===== config.mk =====
export PLATFORM = sky130hd
export DESIGN_NAME = tga_rle_pixel_decoder_unit
export DESIGN_NICKNAME = d
export VERILOG_FILES = /design/src/rtl/core/tga_rle_pkg.sv /design/src/rtl/core/tga_rle_front.sv /design/src/rtl/core/tga_rle_queue.sv /design/src/rtl/core/tga_rle_back.sv /design/src/rtl/core/tga_rle_pixel_decoder_unit.sv
export SDC_FILE = /design/constraint.sdc
export NUM_CORES = 1
export LEC_CHECK = 0
export ABC_AREA = 1
export BUFFER_PORTS_ARGS = -buffer_cell sky130_fd_sc_hd__buf_2
export CAP_MARGIN = 20
export CORE_UTILIZATION = 29
export CTS_CLUSTER_SIZE = 24
export DETAILED_ROUTE_END_ITERATION = 10
export PLACE_DENSITY_LB_ADDON = 0.1
export SYNTH_ARGS = -nofsm -noshare
export SYNTH_HDL_FRONTEND = slang
export SYNTH_SLANG_ARGS = --single-unit

===== constraint.sdc =====
create_clock -name clk -period 5.7 [get_ports clk]
set_clock_uncertainty 0.2 [all_clocks]
set_input_delay 1.14 -clock clk [delete_from_list [all_inputs] [get_ports clk]]
set_output_delay 1.14 -clock clk [all_outputs]
set_load 0.1 [all_outputs]

===== src/rtl/core/tga_rle_pkg.sv =====
package tga_rle_pkg;

  // Configuration register indexes.
  typedef enum logic [1:0] {
    CFG_IMAGE_KIND      = 2'd0,
    CFG_BYTES_PER_PIXEL = 2'd1,
    CFG_ALPHA_ENABLE    = 2'd2,
    CFG_PIXEL_COUNT     = 2'd3
  } cfg_index_t;

  localparam int unsigned QUEUE_DEPTH = 4;

  localparam logic [1:0]  IMAGE_KIND_RESET      = 2'd0;
  localparam logic [2:0]  BYTES_PER_PIXEL_RESET = 3'd4;
  localparam logic        ALPHA_ENABLE_RESET    = 1'b0;
  localparam logic [31:0] PIXEL_COUNT_RESET     = 32'd1;

  localparam logic [7:0]  OPAQUE_ALPHA = 8'd255;
  localparam int unsigned RUN_FLAG_BIT = 7;

  typedef struct packed {
    logic [1:0]  image_kind;
    logic [2:0]  bytes_per_pixel;
    logic        alpha_enable;
    logic [31:0] pixel_count;
  } cfg_t;

  // One decoded pixel as handed from the front end to the back end.
  typedef struct packed {
    logic [31:0] pixel_bytes;
    logic [7:0]  repeat_count;
    logic        frame_done;
    logic        overrun;
  } pixel_rec_t;

  // Bytes per pixel as actually used: gray 1..2, color 2..4.
  function automatic logic [2:0] eff_bpp(input logic [2:0] bpp, input logic gray);
    logic [2:0] b;
    b = bpp;
    if (gray) begin
      if (b < 3'd1) b = 3'd1;
      if (b > 3'd2) b = 3'd2;
    end else begin
      if (b < 3'd2) b = 3'd2;
      if (b > 3'd4) b = 3'd4;
    end
    return b;
  endfunction

  // BGR(A) to RGB(A), ARGB1555 to RGBA5551, gray to luminance plus alpha.
  function automatic logic [31:0] convert_pixel(input logic [31:0] p, input cfg_t cfg);
    logic       gray;
    logic [2:0] bpp;
    logic [7:0] alpha;
    logic [31:0] res;
    gray = cfg.image_kind[1];
    bpp  = eff_bpp(cfg.bytes_per_pixel, gray);
    if (gray) begin
      alpha = (cfg.alpha_enable && bpp == 3'd2) ? p[15:8] : OPAQUE_ALPHA;
      res   = {16'd0, alpha, p[7:0]};
    end else if (bpp == 3'd2) begin
      res = {16'd0, p[14:0], (cfg.alpha_enable ? p[15] : 1'b1)};
    end else if (bpp == 3'd3) begin
      res = {8'd0, p[7:0], p[15:8], p[23:16]};
    end else begin
      alpha = cfg.alpha_enable ? p[31:24] : OPAQUE_ALPHA;
      res   = {alpha, p[7:0], p[15:8], p[23:16]};
    end
    return res;
  endfunction

endpackage


===== src/rtl/core/tga_rle_front.sv =====
module tga_rle_front (
  input  logic                    clk,
  input  logic                    rst,
  input  tga_rle_pkg::cfg_t       cfg,
  input  logic                    restart,
  input  logic [31:0]             restart_count,
  input  logic                    accept,
  input  logic [7:0]              data_byte,
  output logic                    rec_valid,
  output tga_rle_pkg::pixel_rec_t rec
);

  logic        expect_hdr, expect_hdr_next;
  logic        run_packet, run_packet_next;
  logic [7:0]  pkt_left, pkt_left_next;
  logic [1:0]  byte_pos, byte_pos_next;
  logic [31:0] pixel_bytes, pixel_bytes_next;
  logic [31:0] frame_left, frame_left_next;

  logic        gray;
  logic        rle;
  logic [2:0]  bpp;
  logic [31:0] assembled;
  logic [31:0] left;
  logic [7:0]  want;
  logic [7:0]  rep;
  logic        clip;
  logic        over;
  logic        done;
  logic [31:0] left_after;

  assign gray = cfg.image_kind[1];
  assign rle  = cfg.image_kind[0];
  assign bpp  = tga_rle_pkg::eff_bpp(cfg.bytes_per_pixel, gray);

  always_comb begin
    expect_hdr_next  = expect_hdr;
    run_packet_next  = run_packet;
    pkt_left_next    = pkt_left;
    byte_pos_next    = byte_pos;
    pixel_bytes_next = pixel_bytes;
    frame_left_next  = frame_left;
    rec_valid        = 1'b0;

    assembled = (byte_pos == 2'd0) ? 32'd0 : pixel_bytes;
    case (byte_pos)
      2'd0:    assembled[7:0]   = data_byte;
      2'd1:    assembled[15:8]  = data_byte;
      2'd2:    assembled[23:16] = data_byte;
      default: assembled[31:24] = data_byte;
    endcase

    left       = (frame_left == 32'd0) ? 32'd1 : frame_left;
    want       = (rle && run_packet) ? pkt_left : 8'd1;
    if (want == 8'd0) want = 8'd1;
    clip       = left < {24'd0, want};
    rep        = clip ? left[7:0] : want;
    left_after = left - {24'd0, rep};
    done       = (left_after == 32'd0);
    over       = clip;

    if (accept) begin
      if (rle && expect_hdr) begin
        run_packet_next = data_byte[tga_rle_pkg::RUN_FLAG_BIT];
        pkt_left_next   = {1'b0, data_byte[6:0]} + 8'd1;
        expect_hdr_next = 1'b0;
        byte_pos_next   = 2'd0;
      end else if (({1'b0, byte_pos} + 3'd1) < bpp) begin
        byte_pos_next    = byte_pos + 2'd1;
        pixel_bytes_next = assembled;
      end else begin
        rec_valid        = 1'b1;
        byte_pos_next    = 2'd0;
        pixel_bytes_next = assembled;
        frame_left_next  = left_after;
        if (rle) begin
          if (run_packet) begin
            pkt_left_next = 8'd0;
          end else if (pkt_left != 8'd0) begin
            pkt_left_next = pkt_left - 8'd1;
          end
          if (pkt_left_next == 8'd0) begin
            expect_hdr_next = 1'b1;
          end else if (done) begin
            // Raw packet cut short by the end of the frame.
            over = 1'b1;
          end
        end
        if (done) begin
          expect_hdr_next  = 1'b1;
          run_packet_next  = 1'b0;
          pkt_left_next    = 8'd0;
          byte_pos_next    = 2'd0;
          pixel_bytes_next = 32'd0;
          frame_left_next  = cfg.pixel_count;
        end
      end
    end
  end

  assign rec.pixel_bytes  = assembled;
  assign rec.repeat_count = rep;
  assign rec.frame_done   = done;
  assign rec.overrun      = over;

  always_ff @(posedge clk) begin
    if (rst) begin
      expect_hdr  <= 1'b1;
      run_packet  <= 1'b0;
      pkt_left    <= 8'd0;
      byte_pos    <= 2'd0;
      pixel_bytes <= 32'd0;
      frame_left  <= tga_rle_pkg::PIXEL_COUNT_RESET;
    end else if (restart) begin
      expect_hdr  <= 1'b1;
      run_packet  <= 1'b0;
      pkt_left    <= 8'd0;
      byte_pos    <= 2'd0;
      pixel_bytes <= 32'd0;
      frame_left  <= restart_count;
    end else begin
      expect_hdr  <= expect_hdr_next;
      run_packet  <= run_packet_next;
      pkt_left    <= pkt_left_next;
      byte_pos    <= byte_pos_next;
      pixel_bytes <= pixel_bytes_next;
      frame_left  <= frame_left_next;
    end
  end

endmodule


===== src/rtl/core/tga_rle_queue.sv =====
module tga_rle_queue #(
  parameter int unsigned DEPTH = tga_rle_pkg::QUEUE_DEPTH
) (
  input  logic                    clk,
  input  logic                    rst,
  input  logic                    wr_en,
  input  tga_rle_pkg::pixel_rec_t wr_data,
  input  logic                    rd_en,
  output tga_rle_pkg::pixel_rec_t rd_data,
  output logic                    q_full,
  output logic                    q_empty
);

  localparam int unsigned PtrW = (DEPTH > 1) ? $clog2(DEPTH) : 1;
  localparam int unsigned CntW = $clog2(DEPTH + 1);
  localparam logic [PtrW-1:0] LastPtr = PtrW'(DEPTH - 1);

  tga_rle_pkg::pixel_rec_t mem [DEPTH];

  logic [PtrW-1:0] wr_ptr;
  logic [PtrW-1:0] rd_ptr;
  logic [CntW-1:0] count;

  assign q_full  = (count == CntW'(DEPTH));
  assign q_empty = (count == '0);
  assign rd_data = mem[rd_ptr];

  always_ff @(posedge clk) begin
    if (wr_en) begin
      mem[wr_ptr] <= wr_data;
    end
  end

  always_ff @(posedge clk) begin
    if (rst) begin
      wr_ptr <= '0;
      rd_ptr <= '0;
      count  <= '0;
    end else begin
      if (wr_en) begin
        wr_ptr <= (wr_ptr == LastPtr) ? '0 : wr_ptr + 1'b1;
      end
      if (rd_en) begin
        rd_ptr <= (rd_ptr == LastPtr) ? '0 : rd_ptr + 1'b1;
      end
      case ({wr_en, rd_en})
        2'b10:   count <= count + 1'b1;
        2'b01:   count <= count - 1'b1;
        default: count <= count;
      endcase
    end
  end

endmodule


===== src/rtl/core/tga_rle_back.sv =====
module tga_rle_back (
  input  logic                    clk,
  input  logic                    rst,
  input  tga_rle_pkg::cfg_t       cfg,
  input  logic                    q_empty,
  input  tga_rle_pkg::pixel_rec_t q_data,
  output logic                    q_pop,
  input  logic                    pop,
  output logic                    empty,
  output logic [31:0]             pixel_value,
  output logic [7:0]              repeat_count,
  output logic                    frame_done,
  output logic                    overrun
);

  logic out_valid;

  assign q_pop = !q_empty && (!out_valid || pop);
  assign empty = !out_valid;

  always_ff @(posedge clk) begin
    if (rst) begin
      out_valid <= 1'b0;
    end else if (q_pop) begin
      out_valid <= 1'b1;
    end else if (pop) begin
      out_valid <= 1'b0;
    end
  end

  always_ff @(posedge clk) begin
    if (q_pop) begin
      pixel_value  <= tga_rle_pkg::convert_pixel(q_data.pixel_bytes, cfg);
      repeat_count <= q_data.repeat_count;
      frame_done   <= q_data.frame_done;
      overrun      <= q_data.overrun;
    end
  end

endmodule


===== src/rtl/core/tga_rle_pixel_decoder_unit.sv =====
// TGA run-length pixel decoder. Software parses the TGA header and writes
// image_kind, bytes_per_pixel, alpha_enable and pixel_count; the block then
// takes the pixel-data bytes one per cycle through push/full and returns one
// converted pixel per result transaction through empty/pop. A run packet
// yields a single result whose repeat_count is the run length, raw pixels
// yield one result each with repeat_count 1, and packet header bytes yield no
// result. Counts that pass the end of the frame are clipped and flagged with
// overrun; the result that completes the frame carries frame_done and the next
// byte starts a new frame. Any configuration write restarts the frame, and
// configuration must only be written while no results are outstanding.
// Throughput is one byte per cycle while full is low and up to one result per
// cycle: the front end does all packet and frame bookkeeping for a byte in the
// cycle it is taken, a small queue (QueueDepth entries) decouples it from the
// back end, and the back end converts the pixel into an output register. A
// pixel's record is registered in the queue, then in the output register.
module tga_rle_pixel_decoder_unit #(
  parameter int unsigned QueueDepth = tga_rle_pkg::QUEUE_DEPTH
) (
  input  logic        clk,
  input  logic        rst,
  // Byte input, queue style.
  input  logic        push,
  output logic        full,
  input  logic [7:0]  data_byte,
  // Result output, queue style.
  output logic        empty,
  input  logic        pop,
  output logic [31:0] pixel_value,
  output logic [7:0]  repeat_count,
  output logic        frame_done,
  output logic        overrun,
  // Configuration write channel.
  input  logic        cfg_valid,
  output logic        cfg_ready,
  input  logic [1:0]  cfg_index,
  input  logic [31:0] cfg_data
);

  tga_rle_pkg::cfg_t       cfg;
  tga_rle_pkg::pixel_rec_t front_rec;
  tga_rle_pkg::pixel_rec_t q_data;

  logic        cfg_write;
  logic [31:0] restart_count;
  logic        accept;
  logic        rec_valid;
  logic        q_full;
  logic        q_empty;
  logic        q_pop;

  // Registers are always writable; a write is a single transaction.
  assign cfg_ready = 1'b1;
  assign cfg_write = cfg_valid && cfg_ready;

  // The frame restarts with the pixel count that is in force after the write.
  assign restart_count = (cfg_index == tga_rle_pkg::CFG_PIXEL_COUNT) ? cfg_data
                                                                       : cfg.pixel_count;

  always_ff @(posedge clk) begin
    if (rst) begin
      cfg.image_kind      <= tga_rle_pkg::IMAGE_KIND_RESET;
      cfg.bytes_per_pixel <= tga_rle_pkg::BYTES_PER_PIXEL_RESET;
      cfg.alpha_enable    <= tga_rle_pkg::ALPHA_ENABLE_RESET;
      cfg.pixel_count     <= tga_rle_pkg::PIXEL_COUNT_RESET;
    end else if (cfg_write) begin
      unique case (tga_rle_pkg::cfg_index_t'(cfg_index))
        tga_rle_pkg::CFG_IMAGE_KIND:      cfg.image_kind      <= cfg_data[1:0];
        tga_rle_pkg::CFG_BYTES_PER_PIXEL: cfg.bytes_per_pixel <= cfg_data[2:0];
        tga_rle_pkg::CFG_ALPHA_ENABLE:    cfg.alpha_enable    <= cfg_data[0];
        tga_rle_pkg::CFG_PIXEL_COUNT:     cfg.pixel_count     <= cfg_data;
        default:                          cfg.pixel_count     <= cfg.pixel_count;
      endcase
    end
  end

  // A byte is taken whenever the queue has room for the pixel it may finish.
  assign full   = q_full;
  assign accept = push && !full;

  tga_rle_front u_front (
    .clk           (clk),
    .rst           (rst),
    .cfg           (cfg),
    .restart       (cfg_write),
    .restart_count (restart_count),
    .accept        (accept),
    .data_byte     (data_byte),
    .rec_valid     (rec_valid),
    .rec           (front_rec)
  );

  tga_rle_queue #(
    .DEPTH (QueueDepth)
  ) u_queue (
    .clk     (clk),
    .rst     (rst),
    .wr_en   (rec_valid),
    .wr_data (front_rec),
    .rd_en   (q_pop),
    .rd_data (q_data),
    .q_full  (q_full),
    .q_empty (q_empty)
  );

  tga_rle_back u_back (
    .clk          (clk),
    .rst          (rst),
    .cfg          (cfg),
    .q_empty      (q_empty),
    .q_data       (q_data),
    .q_pop        (q_pop),
    .pop          (pop),
    .empty        (empty),
    .pixel_value  (pixel_value),
    .repeat_count (repeat_count),
    .frame_done   (frame_done),
    .overrun      (overrun)
  );

`ifndef ASSERT_OFF
  // Every result stands for at least one pixel and at most one full packet.
  a_rep_nonzero: assert property (@(posedge clk) disable iff (rst)
    !empty |-> (repeat_count != 8'd0 && repeat_count <= 8'd128))
    else $error("repeat_count out of range");

  // A clipped count can only happen on the pixel that ends the frame.
  a_over_done: assert property (@(posedge clk) disable iff (rst)
    (!empty && overrun) |-> frame_done)
    else $error("overrun without frame_done");

  // Raw kinds have no packets, so nothing can be clipped.
  a_raw_no_over: assert property (@(posedge clk) disable iff (rst)
    (!empty && !cfg.image_kind[0]) |-> !overrun)
    else $error("overrun in a raw image kind");

  // A result left waiting must hold until it is popped.
  a_out_hold: assert property (@(posedge clk) disable iff (rst)
    (!empty && !pop) |=> (!empty && $stable(pixel_value) && $stable(repeat_count)))
    else $error("waiting result changed");
`endif

endmodule

==> results of run 1 <==
==> per-layer routing <==
metal  vias up  share of wire [%]  track usage, %
met1      6458                 49            25.1
met4         0                1.7            3.99
met2       309                 44            27.4
met5         -                  0               0
li1       6844                  -               -
met3        60                4.9            3.02
==> flip-flops by register name, indices dropped and copies added, names as in the netlist, named ones only <==
register             count
cfg                     38
u_back.frame_done        1
u_back.out_valid         1
u_back.overrun           1
u_back.pixel_value      32
u_back.repeat_count      8
u_front.byte_pos         2
u_front.expect_hdr       1
u_front.frame_left      32
u_front.pixel_bytes     32
u_front.pkt_left         8
u_front.run_packet       1
u_queue.count            3
u_queue.mem            168
u_queue.rd_ptr           2
u_queue.wr_ptr           2
==> what timing repair did <==
| item | 4_1_cts | 5_1_grt |
|---|---|---|
| resized for setup | 0 | 11 |
| setup buffers | 0 | 2 |
| setup endpoints to repair | 0 | 82 |
==> placed cells by master (no fill, tap or decap), types with 90 or more instances in the layout <==
cell type	n
o21ai_0	214
edfxtp_1	210
nor2_1	263
buf_2	90
nand2_1	376
nand3_1	104
a21oi_1	152
inv_1	201
dfxtp_1	122
==> synth_stat cells (4+ instances only) <==
| master | number |
|---|---|
| and2_1 | 4 |
| nand2_1 | 377 |
| nor3_1 | 16 |
| ha_1 | 28 |
| o22ai_1 | 28 |
| nand4_1 | 20 |
| o221ai_1 | 8 |
| a31oi_1 | 4 |
| xor2_1 | 8 |
| buf_2 | 8 |
| nand2_2 | 14 |
| clkbuf_1 | 82 |
| nand2_4 | 5 |
| nor4_1 | 7 |
| a32o_1 | 7 |
| inv_1 | 203 |
| nand3_1 | 104 |
| inv_2 | 14 |
| nor2_2 | 6 |
| a21oi_1 | 153 |
| o211ai_1 | 8 |
| nor2_1 | 269 |
| edfxtp_1 | 210 |
| o21bai_1 | 11 |
| buf_1 | 6 |
| o21ai_0 | 218 |
| a22oi_1 | 8 |
| dfxtp_1 | 124 |
| clkinv_1 | 5 |
==> final timing paths <==
| kind | from | slack [ns] | endpoint |
|---|---|---|---|
| hold reg to reg | u_front.pixel_bytes[6]$_SDFFE_PP0P_ | 0.26 | u_front.pixel_bytes[6]$_SDFFE_PP0P_ |
| setup / recovery | cfg[36]$_SDFFE_PP0P_ | 0.43 | u_front.frame_left[2]$_SDFFE_PP0P_ |
| setup reg to reg | cfg[36]$_SDFFE_PP0P_ | 0.43 | u_front.frame_left[2]$_SDFFE_PP0P_ |
| hold / removal | u_front.pixel_bytes[6]$_SDFFE_PP0P_ | 0.26 | u_front.pixel_bytes[6]$_SDFFE_PP0P_ |
==> worst min-delay path, delay by kind of cell (launching register included) <==
kind / cells / cell delay, ns
AOI/OAI and AO/OA: 1 / 0.05
and+or+nand+nor: 1 / 0.06
DFF: 1 / 0.30
==> metrics by stage <==
stage	hold WS [ns]	setup TNS, ns
3_5_place_dp	0.252	0
3_3_place_gp	0.248	0
2_1_floorplan	0.229	0
4_1_cts	0.261	0
5_1_grt	0.283	-0.0852
6_report	0.261	0
==> power groups by stage <==
stage	combinational, uW	clock [uW]	sequential, uW
4_1_cts	3300	2550	3020
3_3_place_gp	3290	0	3070
6_report	3260	2450	3020
5_1_grt	3560	2630	3050
3_5_place_dp	3290	0	3070
2_1_floorplan	1400	0	4140
==> cell families (layout without fill, tap and decap cells) <==
group                    count (synthesis)  count (layout)  share of synthesized area, %
AO/OA/AOI/OAI                          454             454                          14.9
XOR/XNOR                                12              12                         0.725
adder cells (fa/ha/maj)                 30              30                          2.36
buffers and inverters                  322             428                          7.51
flip-flops                             334             334                          53.0
other                                    1               2                        0.0226
AND/OR/NAND/NOR                        837             837                          21.4
==> final cells by class <==
type	instances	area (um2)	area share [%]
Clock buffer	52	1070	5.54
Timing Repair Buffer	135	838	4.35
Clock inverter	19	179	0.928
Multi-Input combinational cell	1334	6620	34.3
Sequential cell	334	8790	45.6
Inverter	222	835	4.33
Tap cell	756	946	4.91
Antenna cell	1	2.50	0.0130
==> impl_metrics.env, run 1 <==
export IMPL_final_util_pct=34.2
export IMPL_netlist_instances=1990
export IMPL_die_x_um=241
export IMPL_grt_pass1_vias=12900
export IMPL_grt_max_degree=65
export IMPL_p_comb_share_pct=37.4
export IMPL_core_area_mm2=0.0564
export IMPL_yosysTopAreaCell="edfxtp_1"
export IMPL_synth_area_leaders="edfxtp_1 (38%), dfxtp_1 (15%), nand2_1 (8.5%)"
export IMPL_postCtsHoldBufs=0
export IMPL_leakage_uw=0.00765
export IMPL_drt_initial_drc_count=849
export IMPL_num_fill_cells=6021
export IMPL_hp_class="reg -> reg"
export IMPL_slowest_delay_ns=0.40
export IMPL_synthesis_nets=2067
export IMPL_hpwlAfterDp_mm=34.7
export IMPL_outcome="completed"
export IMPL_fp_dieArea_mm2=0.0581
export IMPL_cp_max_fo=21
export IMPL_synth_area_per_cell_um2=8.33
export IMPL_drtAntennaViolNets=0
export IMPL_end_kind="flop"
export IMPL_grt_pass1_wl_mm=77.7
export IMPL_cp_common_cell="nand2_1"
export IMPL_slowest_stage="dfxtp_1"
export IMPL_clkLatencyLatePin_ns=0.59
export IMPL_period_share_pct=92.5
export IMPL_cts_tree="done"
export IMPL_fin_total_pwr_uw=8730
export IMPL_grt_setup_unrepaired="yes"
export IMPL_io_buffers=90
export IMPL_cp_start_kind="flop"
export IMPL_hold_viol=0
export IMPL_ys_seq_elements=334
export IMPL_numClockSinks=334
export IMPL_std_cell_rows=87
export IMPL_hold_path_cell_count=2
export IMPL_gr_total_overflow=0
export IMPL_required_ns=5.99
export IMPL_max_slew_margin_pct=43.0
export IMPL_dr_pass1_iters=5
export IMPL_drv_slew=0
export IMPL_track_usage_pct=17.5
export IMPL_globalplace_congestion=0.936
export IMPL_stdcell_count=2853
export IMPL_fmax_mhz=190
export IMPL_worstMarginPinSlew_ns=0.852
export IMPL_drive_above_1_share_pct=12.0
export IMPL_arrival_ns=5.56
export IMPL_criticalPathCategory="reg -> reg"
export IMPL_start_util_pct=29.4
export IMPL_cellPowerDensity_mw_per_mm2=453
export IMPL_seqPwrFrac_pct=34.5
export IMPL_post_drt_wl_per_cell_um=17.7
export IMPL_numCtsBuffers=41
export IMPL_p_int_uw=5010
export IMPL_p_sw_share_pct=42.6
export IMPL_synth_flop_cell="edfxtp_1"
export IMPL_io_pins=92
export IMPL_crit_family="simple AND/OR/NAND/NOR gates"
export IMPL_crit_buf_inv=2
export IMPL_power_switching_uw=3720
export IMPL_reg2reg_depth=26
export IMPL_via_count=13700
export IMPL_path_depth=26
export IMPL_cts_root_buf="clkbuf_16"
export IMPL_via_per_inst=4.79
export IMPL_finalWirelength_mm=50.6
export IMPL_final_area_mm2=0.0193
export IMPL_drv_cap=0
export IMPL_dp_slack_ns=0.0788
export IMPL_place_area_mm2=0.0180
export IMPL_final_nets=2145
export IMPL_remaining_drc_errors=0
export IMPL_p_clk_share_pct=28.1
export IMPL_cts_buffer_depth=3
export IMPL_ys_seq_area_share_pct=53.0
export IMPL_yosysWarnings=0
export IMPL_synth_top_area_share_pct=38.1
export IMPL_area_delta_synth_final_pct=16.4
export IMPL_h_tree_depth=2
export IMPL_async_reset_ff_share_pct=0
export IMPL_fp_dieH_um=241
export IMPL_antenna_found_initial=0
export IMPL_place_inst=2779
export IMPL_period_minus_slack_ns=5.27
export IMPL_finalSetupViolCount=0
export IMPL_synth_edf_count=210
export IMPL_clkTransAtPathRegs_ns=0.06
export IMPL_fin_ws_ns=0.430
export IMPL_syn_area_mm2=0.0166
export IMPL_yosysUniqueCellTypes=51
export IMPL_ir_worst_vdd_v=0.000433
No activity file was read; power rests on OpenSTA's default activity.
==> inputs of run 2 (changes only) <==
--- a/config.mk
+++ b/config.mk
@@ -5,7 +5,6 @@
 export SDC_FILE = /design/constraint.sdc
 export NUM_CORES = 1
 export LEC_CHECK = 0
-export ABC_AREA = 1
 export BUFFER_PORTS_ARGS = -buffer_cell sky130_fd_sc_hd__buf_2
 export CAP_MARGIN = 20
 export CORE_UTILIZATION = 29
==> impl_metrics.env, run 2 <==
export IMPL_cts_root_buf="clkbuf_16"
export IMPL_postCtsHoldBufs=0
export IMPL_arrival_ns=5.78
export IMPL_finalWirelength_mm=46.6
export IMPL_antenna_found_initial=1
export IMPL_drt_initial_drc_count=701
export IMPL_h_tree_depth=2
export IMPL_place_area_mm2=0.0178
export IMPL_gr_total_overflow=0
export IMPL_largest_register="u_queue.mem"
export IMPL_fp_dieH_um=237
export IMPL_max_slew_margin_pct=40.5
export IMPL_final_area_mm2=0.0194
export IMPL_hold_viol=0
export IMPL_async_reset_ff_share_pct=0
export IMPL_fp_dieArea_mm2=0.0563
export IMPL_required_ns=6.01
export IMPL_worstMarginPinSlew_ns=0.893
export IMPL_syn_area_mm2=0.0160
export IMPL_synth_top_area_share_pct=39.3
export IMPL_synth_area_leaders="edfxtp_1 (39%), dfxtp_1 (15%), mux4_2 (5.9%)"
export IMPL_leakage_uw=0.00695
export IMPL_yosysMostFrequentCell="edfxtp_1"
export IMPL_core_area_mm2=0.0542
export IMPL_globalplace_congestion=0.905
export IMPL_hpwlAfterDp_mm=32.4
export IMPL_cts_tree="done"
export IMPL_numCtsBuffers=42
export IMPL_netlist_instances=1441
export IMPL_synth_area_per_cell_um2=11.1
export IMPL_largest_reg_flops=168
export IMPL_grt_pass1_vias=11700
export IMPL_final_common_cell="edfxtp_1"
export IMPL_drv_cap=0
export IMPL_outcome="completed"
export IMPL_via_per_inst=5.03
export IMPL_period_share_pct=95.9
export IMPL_clkTransAtPathRegs_ns=0.06
export IMPL_cp_start_kind="flop"
export IMPL_ir_worst_vdd_v=0.000348
export IMPL_end_kind="flop"
export IMPL_insertedDiodeCount=0
export IMPL_finalSetupViolCount=0
export IMPL_hp_class="reg -> reg"
export IMPL_yosysUniqueCellTypes=77
export IMPL_start_util_pct=29.6
export IMPL_std_cell_rows=85
export IMPL_criticalPathCategory="reg -> reg"
export IMPL_fmax_mhz=183
export IMPL_io_pins=92
export IMPL_drive_above_1_share_pct=24.2
export IMPL_yosysWarnings=0
export IMPL_via_count=11700
export IMPL_track_usage_pct=16.8
export IMPL_final_cell_mix="edfxtp_1 (210), nand2_1 (204), dfxtp_1 (119)"
export IMPL_yosysTopAreaCell="edfxtp_1"
export IMPL_period_minus_slack_ns=5.47
export IMPL_reg_top3="u_queue.mem x168, cfg x38"
export IMPL_ys_seq_elements=334
export IMPL_remaining_drc_errors=0
export IMPL_drtAntennaViolNets=0
export IMPL_cellPowerDensity_mw_per_mm2=416
export IMPL_grt_max_degree=47
export IMPL_ys_seq_area_share_pct=54.8
export IMPL_place_inst=2235
export IMPL_die_x_um=237
export IMPL_grt_pass1_wl_mm=72.7
export IMPL_numClockSinks=334
export IMPL_drv_slew=0
export IMPL_yosys_top_cells_count="edfxtp_1 (210), nand2_1 (204), dfxtp_1 (124)"
export IMPL_area_delta_synth_final_pct=20.8
export IMPL_post_drt_wl_per_cell_um=20.1
export IMPL_synth_flop_cell="edfxtp_1"
export IMPL_stdcell_count=2318
export IMPL_cts_buffer_depth=3
export IMPL_synth_edf_count=210
export IMPL_io_buffers=90
export IMPL_dr_pass1_iters=5
export IMPL_synthesis_nets=1518
export IMPL_final_nets=1666
export IMPL_clkLatencyLatePin_ns=0.58
export IMPL_cp_max_fo=10
## run 2: changes by cell type in the layout (fill, tap and decap cells not counted), moves of 24 or more
cell / before / now
a21oi_1: 152 / 84
mux2i_1: 0 / 24
nand2_1: 376 / 204
nand3_1: 104 / 23
inv_1: 201 / 39
o21ai_0: 214 / 66
and3_1: 2 / 34
nand2b_1: 0 / 28
nor2_1: 263 / 70
mux4_2: 0 / 42
buf_4: 41 / 111
a31oi_1: 3 / 33
## run 2: per-layer routing
metal / vias to the layer above / GRT usage [%] / part of all wire (%)
met5: - / 0 / 0.026
li1: 5642 / - / -
met3: 77 / 2.51 / 3.8
met2: 250 / 25.8 / 44
met1: 5694 / 24.0 / 49
met4: 2 / 5.69 / 3.0
## run 2: final timing paths
| path | endpoint | startpoint | slack, ns | cells after the start |
|---|---|---|---|---|
| setup / recovery | u_front.pkt_left[1]$_SDFFE_PP0P_ | u_front.run_packet$_SDFFE_PP0P_ | 0.23 | 26 |
| hold / removal | u_front.frame_left[29]$_SDFFE_PP0P_ | cfg[29]$_SDFFE_PP0P_ | 0.27 | 2 |
| setup reg to reg | u_front.pkt_left[1]$_SDFFE_PP0P_ | u_front.run_packet$_SDFFE_PP0P_ | 0.23 | 26 |
| hold reg to reg | u_front.frame_left[29]$_SDFFE_PP0P_ | cfg[29]$_SDFFE_PP0P_ | 0.27 | 2 |
## run 2: power by group
| part | internal [uW] | total (uW) | switching, uW |
|---|---|---|---|
| combinational | 665 | 2500 | 1830 |
| sequential | 2860 | 2970 | 110 |
| clock | 1530 | 2590 | 1070 |
| total | 5050 | 8060 | 3010 |
## run 2: timing repair
item,4_1_cts,5_1_grt
setup endpoints to repair,8,77
setup buffers,0,5
gates resized for setup,1,33
pin swaps,0,8
## run 2: final cells by class
cell class,instances,area (um2)
tap,696,871
timing repair buffer,208,1400
fill,5441,34900
sequential,334,8790
clock buffer,57,1160
inverter,41,154
clock inverter,20,203
multi-input combinational,962,6800
## run 2: cells by family (layout without fill, tap and decap cells)
family                     after synthesis  after routing  share of synthesized area, %
and+or+nand+nor                        485            485                          14.9
buffers and inverters                  145            326                          3.75
muxes                                   87             87                          8.85
adders and majority gates               31             31                          2.50
other                                    1              1                        0.0234
AOI/OAI and AO/OA                      325            325                          13.3
xor gates and xnor gates                33             33                          1.80
DFF                                    334            334                          54.8
## run 2: per-stage QoR
stage | power, uW | utilization, % | hold WS, ns | TNS [ns] | worst slack [ns]
floorplan | 4920 | - | 0.226 | 0 | 0.107
global placement | 5520 | 32.9 | 0.248 | 0 | 0.0419
detailed placement | 5530 | 32.9 | 0.259 | -0.0105 | -0.0105
CTS | 8160 | 35.4 | 0.273 | 0 | 0.00320
global route | 8430 | 35.7 | 0.296 | -0.0321 | -0.0180
finish | 8060 | 35.7 | 0.271 | 0 | 0.232
## run 2: critical path, cell delays in order, from the launching register on
cell and delay (ns):
dfxtp_2 0.35, nand2_1 0.08, nor2_2 0.10, inv_1 0.05, ha_1 0.27, or2_2 0.29, maj3_1 0.37, a21oi_2 0.18
o31ai_2 0.07, buf_4 0.19, mux2i_2 0.20, ha_1 0.28, and2_1 0.19, a31o_2 0.24, o31a_1 0.12, a211oi_4 0.29
buf_4 0.18, o21ai_2 0.10, or4_4 0.44, nand4_1 0.12, nor4_1 0.05, and4b_2 0.27, buf_12 0.15, nand2b_1 0.14
buf_6 0.17, o22ai_2 0.16, o21a_1 0.14
